**src/hw/rtl/g2chk_pkg.sv**
```systemverilog
// ----------------------------------------------------------------------------
// g2chk_pkg
// Shared types and constants of the message structure checker.
// ----------------------------------------------------------------------------
package g2chk_pkg;

  localparam logic [3:0] ST_OK        = 4'd0;
  localparam logic [3:0] ST_NO_MARK   = 4'd1;
  localparam logic [3:0] ST_EDITION   = 4'd2;
  localparam logic [3:0] ST_NO_SEC1   = 4'd3;
  localparam logic [3:0] ST_EARLY_END = 4'd4;
  localparam logic [3:0] ST_NO_END    = 4'd5;
  localparam logic [3:0] ST_BAD_NUM   = 4'd6;
  localparam logic [3:0] ST_BAD_LEN   = 4'd7;
  localparam logic [3:0] ST_CORRUPT   = 4'd8;

  // parse phases
  localparam logic [2:0] PH_SEARCH  = 3'd0;
  localparam logic [2:0] PH_SEC0    = 3'd1;
  localparam logic [2:0] PH_SEC1LEN = 3'd2;
  localparam logic [2:0] PH_SEC1NUM = 3'd3;
  localparam logic [2:0] PH_WALKHDR = 3'd4;
  localparam logic [2:0] PH_WALKNUM = 3'd5;
  localparam logic [2:0] PH_DONE    = 3'd6;

  localparam logic [31:0] END_MARK = 32'h3737_3737;

  // one registered input byte
  typedef struct packed {
    logic [7:0]  data;
    logic [31:0] len;
    logic        last;
    logic [31:0] pos;
  } byte_t;

  // verdict plus decoded fields
  typedef struct packed {
    logic [3:0]  status;
    logic [7:0]  discipline;
    logic [7:0]  edition;
    logic [31:0] message_length;
    logic [15:0] field_count;
    logic [15:0] local_count;
    logic [15:0] centre_id;
    logic [15:0] subcentre_id;
    logic [15:0] table_versions;
    logic [7:0]  time_significance;
    logic [55:0] reference_time;
    logic [15:0] production_info;
  } verdict_t;

endpackage

```
**src/hw/rtl/g2chk_parser.sv**
```systemverilog
// ----------------------------------------------------------------------------
// g2chk_parser
// Per-byte section walker; produces one verdict on the last byte.
// ----------------------------------------------------------------------------
module g2chk_parser #(
  parameter int SearchWindow = 100,
  parameter int CountBits    = 16
) (
  input  logic               clk_i,
  input  logic               rst_ni,
  input  logic               take_i,
  input  g2chk_pkg::byte_t   byte_i,
  output logic               done_o,
  output g2chk_pkg::verdict_t verdict_o
);
  import g2chk_pkg::*;

  localparam logic [CountBits-1:0] CntMax = {CountBits{1'b1}};
  localparam logic [31:0] WinLim = 32'(SearchWindow);

  logic [2:0]   phase_q, phase_d;
  logic [6:0]   start_q, start_d;
  logic [31:0]  sbeg_q, sbeg_d, ssize_q, ssize_d, word_q, word_d;
  logic [23:0]  hist_q, hist_d;
  logic [CountBits-1:0] fields_q, fields_d, locals_q, locals_d;
  logic [63:0]  id0_q, id0_d, id1_q, id1_d, id2_q, id2_d;
  logic         given_q, given_d, mark_q, mark_d, ident_q, ident_d;
  logic [3:0]   code_q, code_d;

  logic [7:0]   b;
  logic [31:0]  p, sz, off, rem0, asm, nb, srem;
  logic [3:0]   k;
  logic [5:0]   sh;

  assign b  = byte_i.data;
  assign p  = byte_i.pos;
  assign sz = byte_i.len;
  assign off  = p - {25'd0, start_q};
  assign rem0 = sz - {25'd0, start_q};
  assign asm  = {word_q[23:0], b};
  assign k  = 4'(off - 32'd21);
  assign sh = {~k[2:0], 3'b000};

  always_comb begin
    phase_d = phase_q; start_d = start_q; sbeg_d = sbeg_q; ssize_d = ssize_q;
    word_d = word_q; hist_d = hist_q; fields_d = fields_q; locals_d = locals_q;
    id0_d = id0_q; id1_d = id1_q; id2_d = id2_q; given_d = given_q;
    mark_d = mark_q; ident_d = ident_q; code_d = code_q;
    nb = 32'd0; srem = 32'd0;
    if (take_i && (p < sz)) begin
      if (mark_q) begin
        if (off == 32'd6) id2_d[47:40] = b;
        else if (off == 32'd7) id2_d[39:32] = b;
        else if (off >= 32'd12 && off <= 32'd15)
          id2_d = id2_q | ({56'd0, b} << {~off[1:0], 3'b000});
        else if (ident_q && off >= 32'd21 && off <= 32'd36) begin
          if (k[3]) id1_d = id1_q | ({56'd0, b} << sh);
          else id0_d = id0_q | ({56'd0, b} << sh);
        end
      end
      if (!given_q) begin
        case (phase_q)
          PH_SEARCH: begin
            hist_d = {hist_q[15:0], b};
            if (p >= 32'd3 && (p - 32'd3) < WinLim && {hist_q, b} == "GRIB") begin
              start_d = 7'(p - 32'd3);
              mark_d = 1'b1;
              phase_d = PH_SEC0;
              if ((sz - (p - 32'd3)) < 32'd16) begin
                given_d = 1'b1; code_d = ST_CORRUPT; phase_d = PH_DONE;
              end
            end else if (p >= WinLim + 32'd2 || p + 32'd1 >= sz) begin
              given_d = 1'b1; code_d = ST_NO_MARK; phase_d = PH_DONE;
            end
          end
          PH_SEC0: begin
            if (off == 32'd15) begin
              if ({id2_q[31:8], b} > rem0) begin
                given_d = 1'b1; code_d = ST_BAD_LEN; phase_d = PH_DONE;
              end else if (id2_q[39:32] != 8'd2) begin
                given_d = 1'b1; code_d = ST_EDITION; phase_d = PH_DONE;
              end else if (rem0 - 32'd16 < 32'd4) begin
                given_d = 1'b1; code_d = ST_CORRUPT; phase_d = PH_DONE;
              end else begin
                phase_d = PH_SEC1LEN; word_d = 32'd0;
              end
            end
          end
          PH_SEC1LEN: begin
            word_d = asm;
            if (off == 32'd19) begin
              if (asm < 32'd16 || asm > rem0 - 32'd16) begin
                given_d = 1'b1; code_d = ST_BAD_LEN; phase_d = PH_DONE;
              end else begin
                ssize_d = asm; phase_d = PH_SEC1NUM;
              end
            end
          end
          PH_SEC1NUM: begin
            if (b != 8'd1) begin
              given_d = 1'b1; code_d = ST_NO_SEC1; phase_d = PH_DONE;
            end else begin
              ident_d = 1'b1;
              if (rem0 < 32'd37) begin
                given_d = 1'b1; code_d = ST_CORRUPT; phase_d = PH_DONE;
              end else begin
                nb = {25'd0, start_q} + 32'd16 + ssize_q;
                srem = sz - nb;
                sbeg_d = nb; word_d = 32'd0;
                if (srem < 32'd4) begin
                  given_d = 1'b1; phase_d = PH_DONE;
                  code_d = (srem == 32'd0) ? ST_OK : ST_NO_END;
                end else phase_d = PH_WALKHDR;
              end
            end
          end
          PH_WALKHDR: begin
            if (p >= sbeg_q) begin
              word_d = asm;
              if (p - sbeg_q == 32'd3) begin
                srem = sz - sbeg_q;
                if (asm == END_MARK) begin
                  given_d = 1'b1; phase_d = PH_DONE;
                  code_d = (srem == 32'd4) ? ST_OK : ST_EARLY_END;
                end else if (asm < 32'd5 || asm > srem) begin
                  given_d = 1'b1; code_d = ST_BAD_LEN; phase_d = PH_DONE;
                end else begin
                  ssize_d = asm; phase_d = PH_WALKNUM;
                end
              end
            end
          end
          PH_WALKNUM: begin
            if (b < 8'd2 || b > 8'd7) begin
              given_d = 1'b1; code_d = ST_BAD_NUM; phase_d = PH_DONE;
            end else begin
              if (b == 8'd2 && locals_q != CntMax) locals_d = locals_q + 1'b1;
              if (b == 8'd4 && fields_q != CntMax) fields_d = fields_q + 1'b1;
              nb = sbeg_q + ssize_q;
              srem = sz - nb;
              sbeg_d = nb; word_d = 32'd0;
              if (srem < 32'd4) begin
                given_d = 1'b1; phase_d = PH_DONE;
                code_d = (srem == 32'd0) ? ST_OK : ST_NO_END;
              end else phase_d = PH_WALKHDR;
            end
          end
          default: ;
        endcase
      end
    end
  end

  // result assembled from next-state values
  always_comb begin
    verdict_o.status = given_d ? code_d : ((phase_d == PH_SEARCH) ? ST_NO_MARK : ST_CORRUPT);
    verdict_o.discipline        = id2_d[47:40];
    verdict_o.edition           = id2_d[39:32];
    verdict_o.message_length    = id2_d[31:0];
    verdict_o.field_count       = 16'(fields_d);
    verdict_o.local_count       = 16'(locals_d);
    verdict_o.centre_id         = id0_d[63:48];
    verdict_o.subcentre_id      = id0_d[47:32];
    verdict_o.table_versions    = id0_d[31:16];
    verdict_o.time_significance = id0_d[15:8];
    verdict_o.reference_time    = {id0_d[7:0], id1_d[63:16]};
    verdict_o.production_info   = id1_d[15:0];
  end
  assign done_o = take_i && byte_i.last;

  always_ff @(posedge clk_i or negedge rst_ni) begin
    if (!rst_ni) begin
      phase_q <= PH_SEARCH; start_q <= '0; sbeg_q <= '0; ssize_q <= '0;
      word_q <= '0; hist_q <= '0; fields_q <= '0; locals_q <= '0;
      id0_q <= '0; id1_q <= '0; id2_q <= '0; given_q <= 1'b0;
      mark_q <= 1'b0; ident_q <= 1'b0; code_q <= ST_OK;
    end else if (take_i && byte_i.last) begin
      phase_q <= PH_SEARCH; start_q <= '0; sbeg_q <= '0; ssize_q <= '0;
      word_q <= '0; hist_q <= '0; fields_q <= '0; locals_q <= '0;
      id0_q <= '0; id1_q <= '0; id2_q <= '0; given_q <= 1'b0;
      mark_q <= 1'b0; ident_q <= 1'b0; code_q <= ST_OK;
    end else begin
      phase_q <= phase_d; start_q <= start_d; sbeg_q <= sbeg_d; ssize_q <= ssize_d;
      word_q <= word_d; hist_q <= hist_d; fields_q <= fields_d; locals_q <= locals_d;
      id0_q <= id0_d; id1_q <= id1_d; id2_q <= id2_d; given_q <= given_d;
      mark_q <= mark_d; ident_q <= ident_d; code_q <= code_d;
    end
  end

endmodule

```
**src/hw/rtl/grib2_message_structure_check_unit.sv**
```systemverilog
// The last byte goes to the input register; its verdict is then registered.
// Throughput: one byte per cycle unless in_stall_o; an input register and a
// result register with a skid slot let input run while a verdict waits for the consumer.
// Byte position counts transfers and saturates at 2^32-1.
// Reset (rst_ni low, asynchronous) clears all parse state and empties output.
// After each verdict all parse state returns to reset for the next buffer.
// ----------------------------------------------------------------------------
// grib2_message_structure_check_unit
// Byte-stream checker of message sections; one verdict per buffer.
// ----------------------------------------------------------------------------
module grib2_message_structure_check_unit #(
  parameter int SearchWindow = 100,
  parameter int CountBits    = 16
) (
  input  logic        clk_i,
  input  logic        rst_ni,
  input  logic        in_valid_i,
  output logic        in_stall_o,
  input  logic [7:0]  data_byte_i,
  input  logic [31:0] buffer_length_i,
  input  logic        last_byte_i,
  output logic        out_valid_o,
  input  logic        out_stall_i,
  output logic [3:0]  status_o,
  output logic [7:0]  discipline_o,
  output logic [7:0]  edition_o,
  output logic [31:0] message_length_o,
  output logic [15:0] field_count_o,
  output logic [15:0] local_count_o,
  output logic [15:0] centre_id_o,
  output logic [15:0] subcentre_id_o,
  output logic [15:0] table_versions_o,
  output logic [7:0]  time_significance_o,
  output logic [55:0] reference_time_o,
  output logic [15:0] production_info_o
);
  import g2chk_pkg::*;

  // Input register stage.
  logic   in_v_q;
  byte_t  in_q;
  logic [31:0] pos_q;
  logic   take;
  logic   done;
  verdict_t vd;

  // Output register plus one skid slot. Input stalls while the skid slot is
  // occupied or is being filled this cycle, so a verdict waiting alone in the
  // output register never blocks bytes that make none and no verdict is overwritten.
  logic     out_v_q, skid_v_q;
  verdict_t out_q, skid_q;

  assign in_stall_o = skid_v_q || (done && out_v_q && out_stall_i);
  assign take = in_v_q;

  always_ff @(posedge clk_i or negedge rst_ni) begin
    if (!rst_ni) begin
      in_v_q <= 1'b0;
      pos_q  <= '0;
    end else begin
      in_v_q <= in_valid_i && !in_stall_o;
      if (in_valid_i && !in_stall_o) begin
        if (last_byte_i) pos_q <= '0;
        else if (pos_q != 32'hFFFF_FFFF) pos_q <= pos_q + 32'd1;
      end
    end
  end

  always_ff @(posedge clk_i) begin
    if (in_valid_i && !in_stall_o) begin
      in_q.data <= data_byte_i;
      in_q.len  <= buffer_length_i;
      in_q.last <= last_byte_i;
      in_q.pos  <= pos_q;
    end
  end

  g2chk_parser #(
    .SearchWindow(SearchWindow),
    .CountBits   (CountBits)
  ) u_parser (
    .clk_i    (clk_i),
    .rst_ni   (rst_ni),
    .take_i   (take),
    .byte_i   (in_q),
    .done_o   (done),
    .verdict_o(vd)
  );

  // A verdict can land while output is full only if the skid slot is free,
  // which the input stall guarantees (at most one byte in flight).
  always_ff @(posedge clk_i or negedge rst_ni) begin
    if (!rst_ni) begin
      out_v_q  <= 1'b0;
      skid_v_q <= 1'b0;
    end else begin
      if (!out_v_q || !out_stall_i) begin
        out_v_q  <= skid_v_q || done;
        skid_v_q <= skid_v_q && done;
      end else if (done) begin
        skid_v_q <= 1'b1;
      end
    end
  end

  always_ff @(posedge clk_i) begin
    if (!out_v_q || !out_stall_i) begin
      if (skid_v_q) begin
        out_q <= skid_q;
        if (done) skid_q <= vd;
      end else if (done) out_q <= vd;
    end else if (done) skid_q <= vd;
  end

  assign out_valid_o         = out_v_q;
  assign status_o            = out_q.status;
  assign discipline_o        = out_q.discipline;
  assign edition_o           = out_q.edition;
  assign message_length_o    = out_q.message_length;
  assign field_count_o       = out_q.field_count;
  assign local_count_o       = out_q.local_count;
  assign centre_id_o         = out_q.centre_id;
  assign subcentre_id_o      = out_q.subcentre_id;
  assign table_versions_o    = out_q.table_versions;
  assign time_significance_o = out_q.time_significance;
  assign reference_time_o    = out_q.reference_time;
  assign production_info_o   = out_q.production_info;

endmodule

```
**config.mk**
```make
export PLATFORM = sky130hd
export DESIGN_NAME = grib2_message_structure_check_unit
export DESIGN_NICKNAME = d
export VERILOG_FILES = /design/src/hw/rtl/g2chk_pkg.sv /design/src/hw/rtl/g2chk_parser.sv /design/src/hw/rtl/grib2_message_structure_check_unit.sv
export SDC_FILE = /design/constraint.sdc
export NUM_CORES = 2
export LEC_CHECK = 0
export ABC_AREA = 1
export BUFFER_PORTS_ARGS = -buffer_cell sky130_fd_sc_hd__buf_2
export CAP_MARGIN = 5
export CORE_ASPECT_RATIO = 0.7
export CORE_MARGIN = 2
export CORE_UTILIZATION = 50
export CTS_CLUSTER_SIZE = 28
export DETAILED_ROUTE_END_ITERATION = 8
export MAX_ROUTING_LAYER = met4
export PLACE_DENSITY = 0.67
export REMOVE_ABC_BUFFERS = 1
export SLEW_MARGIN = 0
export SYNTH_ARGS = -nofsm -noshare
export SYNTH_HDL_FRONTEND = slang
export SYNTH_HIERARCHICAL = 1
export SYNTH_SLANG_ARGS = --single-unit
```
**constraint.sdc**
```tcl
create_clock -name clk_i -period 38.9 [get_ports clk_i]
set_clock_uncertainty 0.05 [all_clocks]
set_input_delay 3.89 -clock clk_i [delete_from_list [all_inputs] [get_ports clk_i]]
set_output_delay 3.89 -clock clk_i [all_outputs]
set_load 0.01 [all_outputs]
```
==> flow_summary_export.csv <==
group,metric,value,unit
setup_path,crit_fanout,5,
setup_path,crit_arrival,4.60,ns
floorplan,die_w,420,µm
yosys,synth_area,0.0607,mm²
final_layout,final_cell_area,0.0668,mm²
detailed_routing,dr.pass1.iters,9,
job,drv_cap,0,
grt,grt_first_pass_wirelength,346000,µm
final_layout,fillers,11400,
sta,fmax,117,MHz
power_and_ir_drop,vdd_drop_max,0.0936,mV
detailed_routing,drc,2,
grt,grt_max_degree,141,
setup_path,cp-end-kind,"primary output",
run_status,violations,"design-rule violations",
setup_path,start_kind,"input port",
place,dp.cells,9987,
final_layout,layout_commonest_cell,"nand2_1",
yosys,seq_area_frac_synth,0.399,
power_and_ir_drop,p_int,2060,µW
sta,setup_viol,0,
sta,finalMaxSlewViolations,0,
sta,setup_tns,0,ns
cts,clk_latency,0.72,ns
detailed_routing,routed-via-count,59200,
sta,min_period,8.54,ns
power_and_ir_drop,power_frac_seq,0.299,
yosys,synth.top_cell.area_share,0.246,
sta,rsz0062_at_grt,"no",
min_path,hold_class,"reg -> reg",
yosys,postSynthAreaPerCell,7.37,µm²
run_status,status,"complete, but fails checks",
power_and_ir_drop,p_per_area,59.1,mW/mm²
cts,cts.repair.resized,0,
final_layout,fin_util,0.557,
yosys,synthArstFlopShare,0.428,
cts,clk_pin_slew,0.07,ns
detailed_routing,via_per_inst,5.83,
sta,worst_pin_slew,1.20,ns
final_layout,drive_gt1_frac,0.0786,
floorplan,row_count,106,
place,gp_congestion,1.07,
setup_path,worstPathRequired,34.96,ns
yosys,synth_flop_cell,"edfxtp_1",
cts,htree_levels,3,
detailed_routing,routedWlPerCell,23.3,µm
sta,relSlewSlack,0.197,
yosys,synth_area_leader_cell,"edfxtp_1",
yosys,synth_enable_flop_cells,497,
power_and_ir_drop,switching_share,0.478,
detailed_routing,routed_wl,237000,µm
cts,post_cts_buffers,0,
grt,grt_pass1_vias,53700,
place,hpwl,183000,µm
grt,grt-ovfl-total,0,
power_and_ir_drop,comb_power_share,0.477,
yosys,synth.area.top_cells,"edfxtp_1 (25%), nand2_1 (16%), dfrtp_1 (15%)",
floorplan,dieArea,0.124,mm²
setup_path,critical_path_class,"in -> out",
cts,clk_path_buf_depth,3,
place,placed_area,0.0638,mm²
final_layout,final_cells,10200,
sta,hold_violations,0,
sta,fin_hold_ws,0.430,ns
cts,cts-root-buf,"clkbuf_16",
power_and_ir_drop,p_leak,0.0319,µW
grt,antenna_found_initial,21,
cts,cts_tree,"done",
yosys,netlist_instances,8235,
cts,cts_made_buffers,86,
detailed_routing,drtAntennaViolNets,0,
yosys,synth-seq-cells,869,
floorplan,coreArea,0.120,mm²
floorplan,io_pins,259,
detailed_routing,dr.first_iter.drc_count,7421,
final_layout,nNetsFinal,8890,
cts,cts_hold_buf,0,
sta,finalCritPeriodShare,0.220,
floorplan,fp.dieH,295,µm
place,io_buffer_count,258,
yosys,ys_warn_count,6,
yosys,synth_cell_types,69,
power_and_ir_drop,clkPwrFrac,0.224,
grt,gr-usage-all-layers,0.386,
cts,clock-sinks,869,
power_and_ir_drop,p_sw,1880,µW
final_layout,syn_to_final_growth,10.1,%
floorplan,start_util,0.506,
final_layout,final_cell_mix,"nand2_1 (2516), inv_1 (977), nor2_1 (798)",
## critical path: stages
cell and delay (ns):
buf_2 0.08, nand2_1 0.15, o21ai_1 0.30, buf_2 0.19
## routing by layer
layer	global-route usage	vias to the layer above	wire length (µm)
li1	-	27700	-
met1	0.570	28100	107000
met2	0.499	3100	91400
met5	-	-	0
met4	0.105	0	7140
met3	0.122	387	31200
## worst paths after layout
path / startpoint / end / slack (ns) / cells after the start
max in group asynchronous: rst_ni / u_parser/ssize_q[25] / 32.33 / 4
max: out_stall_i / in_stall_o / 30.36 / 4
min in group asynchronous: rst_ni / u_parser/locals_q[4] / 3.16 / 1
max reg2reg: u_parser/sbeg_q[0] / status_o[1] / 31.66 / 35
min reg2reg: u_parser/id0_q[60] / u_parser/id0_q[60] / 0.43 / 2
min: u_parser/id0_q[60] / u_parser/id0_q[60] / 0.43 / 2
## sequential cells by signal, summed over array words and instances (netlist names), 16 cells and up
signal,flops
u_parser/id0_q,64
u_parser/hist_q,24
u_parser/ssize_q,32
centre_id_o,16
production_info_o,16
field_count_o,16
message_length_o,32
u_parser/sbeg_q,32
u_parser/fields_q,16
pos_q,32
subcentre_id_o,16
local_count_o,16
in_q,73
table_versions_o,16
u_parser/id1_q,64
reference_time_o,56
u_parser/locals_q,16
u_parser/word_q,24
skid_q,212
u_parser/id2_q,48
## synth_stat cells, types with 23 or more instances
library cell / number
buf_2: 31
nor4_1: 68
a21o_1: 24
nand2_2: 36
nand4_1: 189
o22ai_1: 26
a21oi_1: 460
edfxtp_1: 497
ha_1: 381
nand3_2: 23
nand2_1: 2517
o21ai_0: 284
clkbuf_1: 146
and2_1: 25
inv_1: 978
nor3_1: 197
nor2_2: 36
xnor2_1: 49
xor2_1: 143
nand3b_1: 46
dfrtp_1: 372
nor2_1: 799
inv_2: 35
o21ai_1: 37
nand3_1: 608
## power groups by stage
stage	Sequential (µW)	Clock [µW]	Combinational, µW
after floorplan	1160	0	1170
after global placement	1190	0	1790
after detailed placement	1190	0	1800
after CTS	1170	894	1810
after global routing	1180	929	2040
final	1180	882	1880
## per-stage QoR
step | worst slack, ns | power (µW)
6_report | 30.36 | 3940
3_3_place_gp | 30.39 | 2980
5_1_grt | 30.30 | 4160
2_1_floorplan | 20.77 | 2330
4_1_cts | 30.36 | 3880
3_5_place_dp | 30.36 | 2990
## kinds of logic after synthesis
logic type	share of synthesized area
simple gates	0.328
buf+inv	0.0779
compound gates	0.0852
flops	0.399
fa+ha+maj	0.0812
xor+xnor	0.0277
mux	0.000165
## final cells by class
type / instances / area (µm²) / area share
multi-input cells: 6143 / 31800 / 0.476
clock buffers: 107 / 2350 / 0.0352
diodes: 15 / 37.5 / 0.000562
repair buffers: 335 / 1900 / 0.0285
well taps: 1620 / 2030 / 0.0304
flip-flops and latches: 869 / 24200 / 0.363
inverters: 1021 / 3850 / 0.0577
clock inverters: 54 / 603 / 0.00903
No activity file was read; power rests on OpenSTA's default activity.
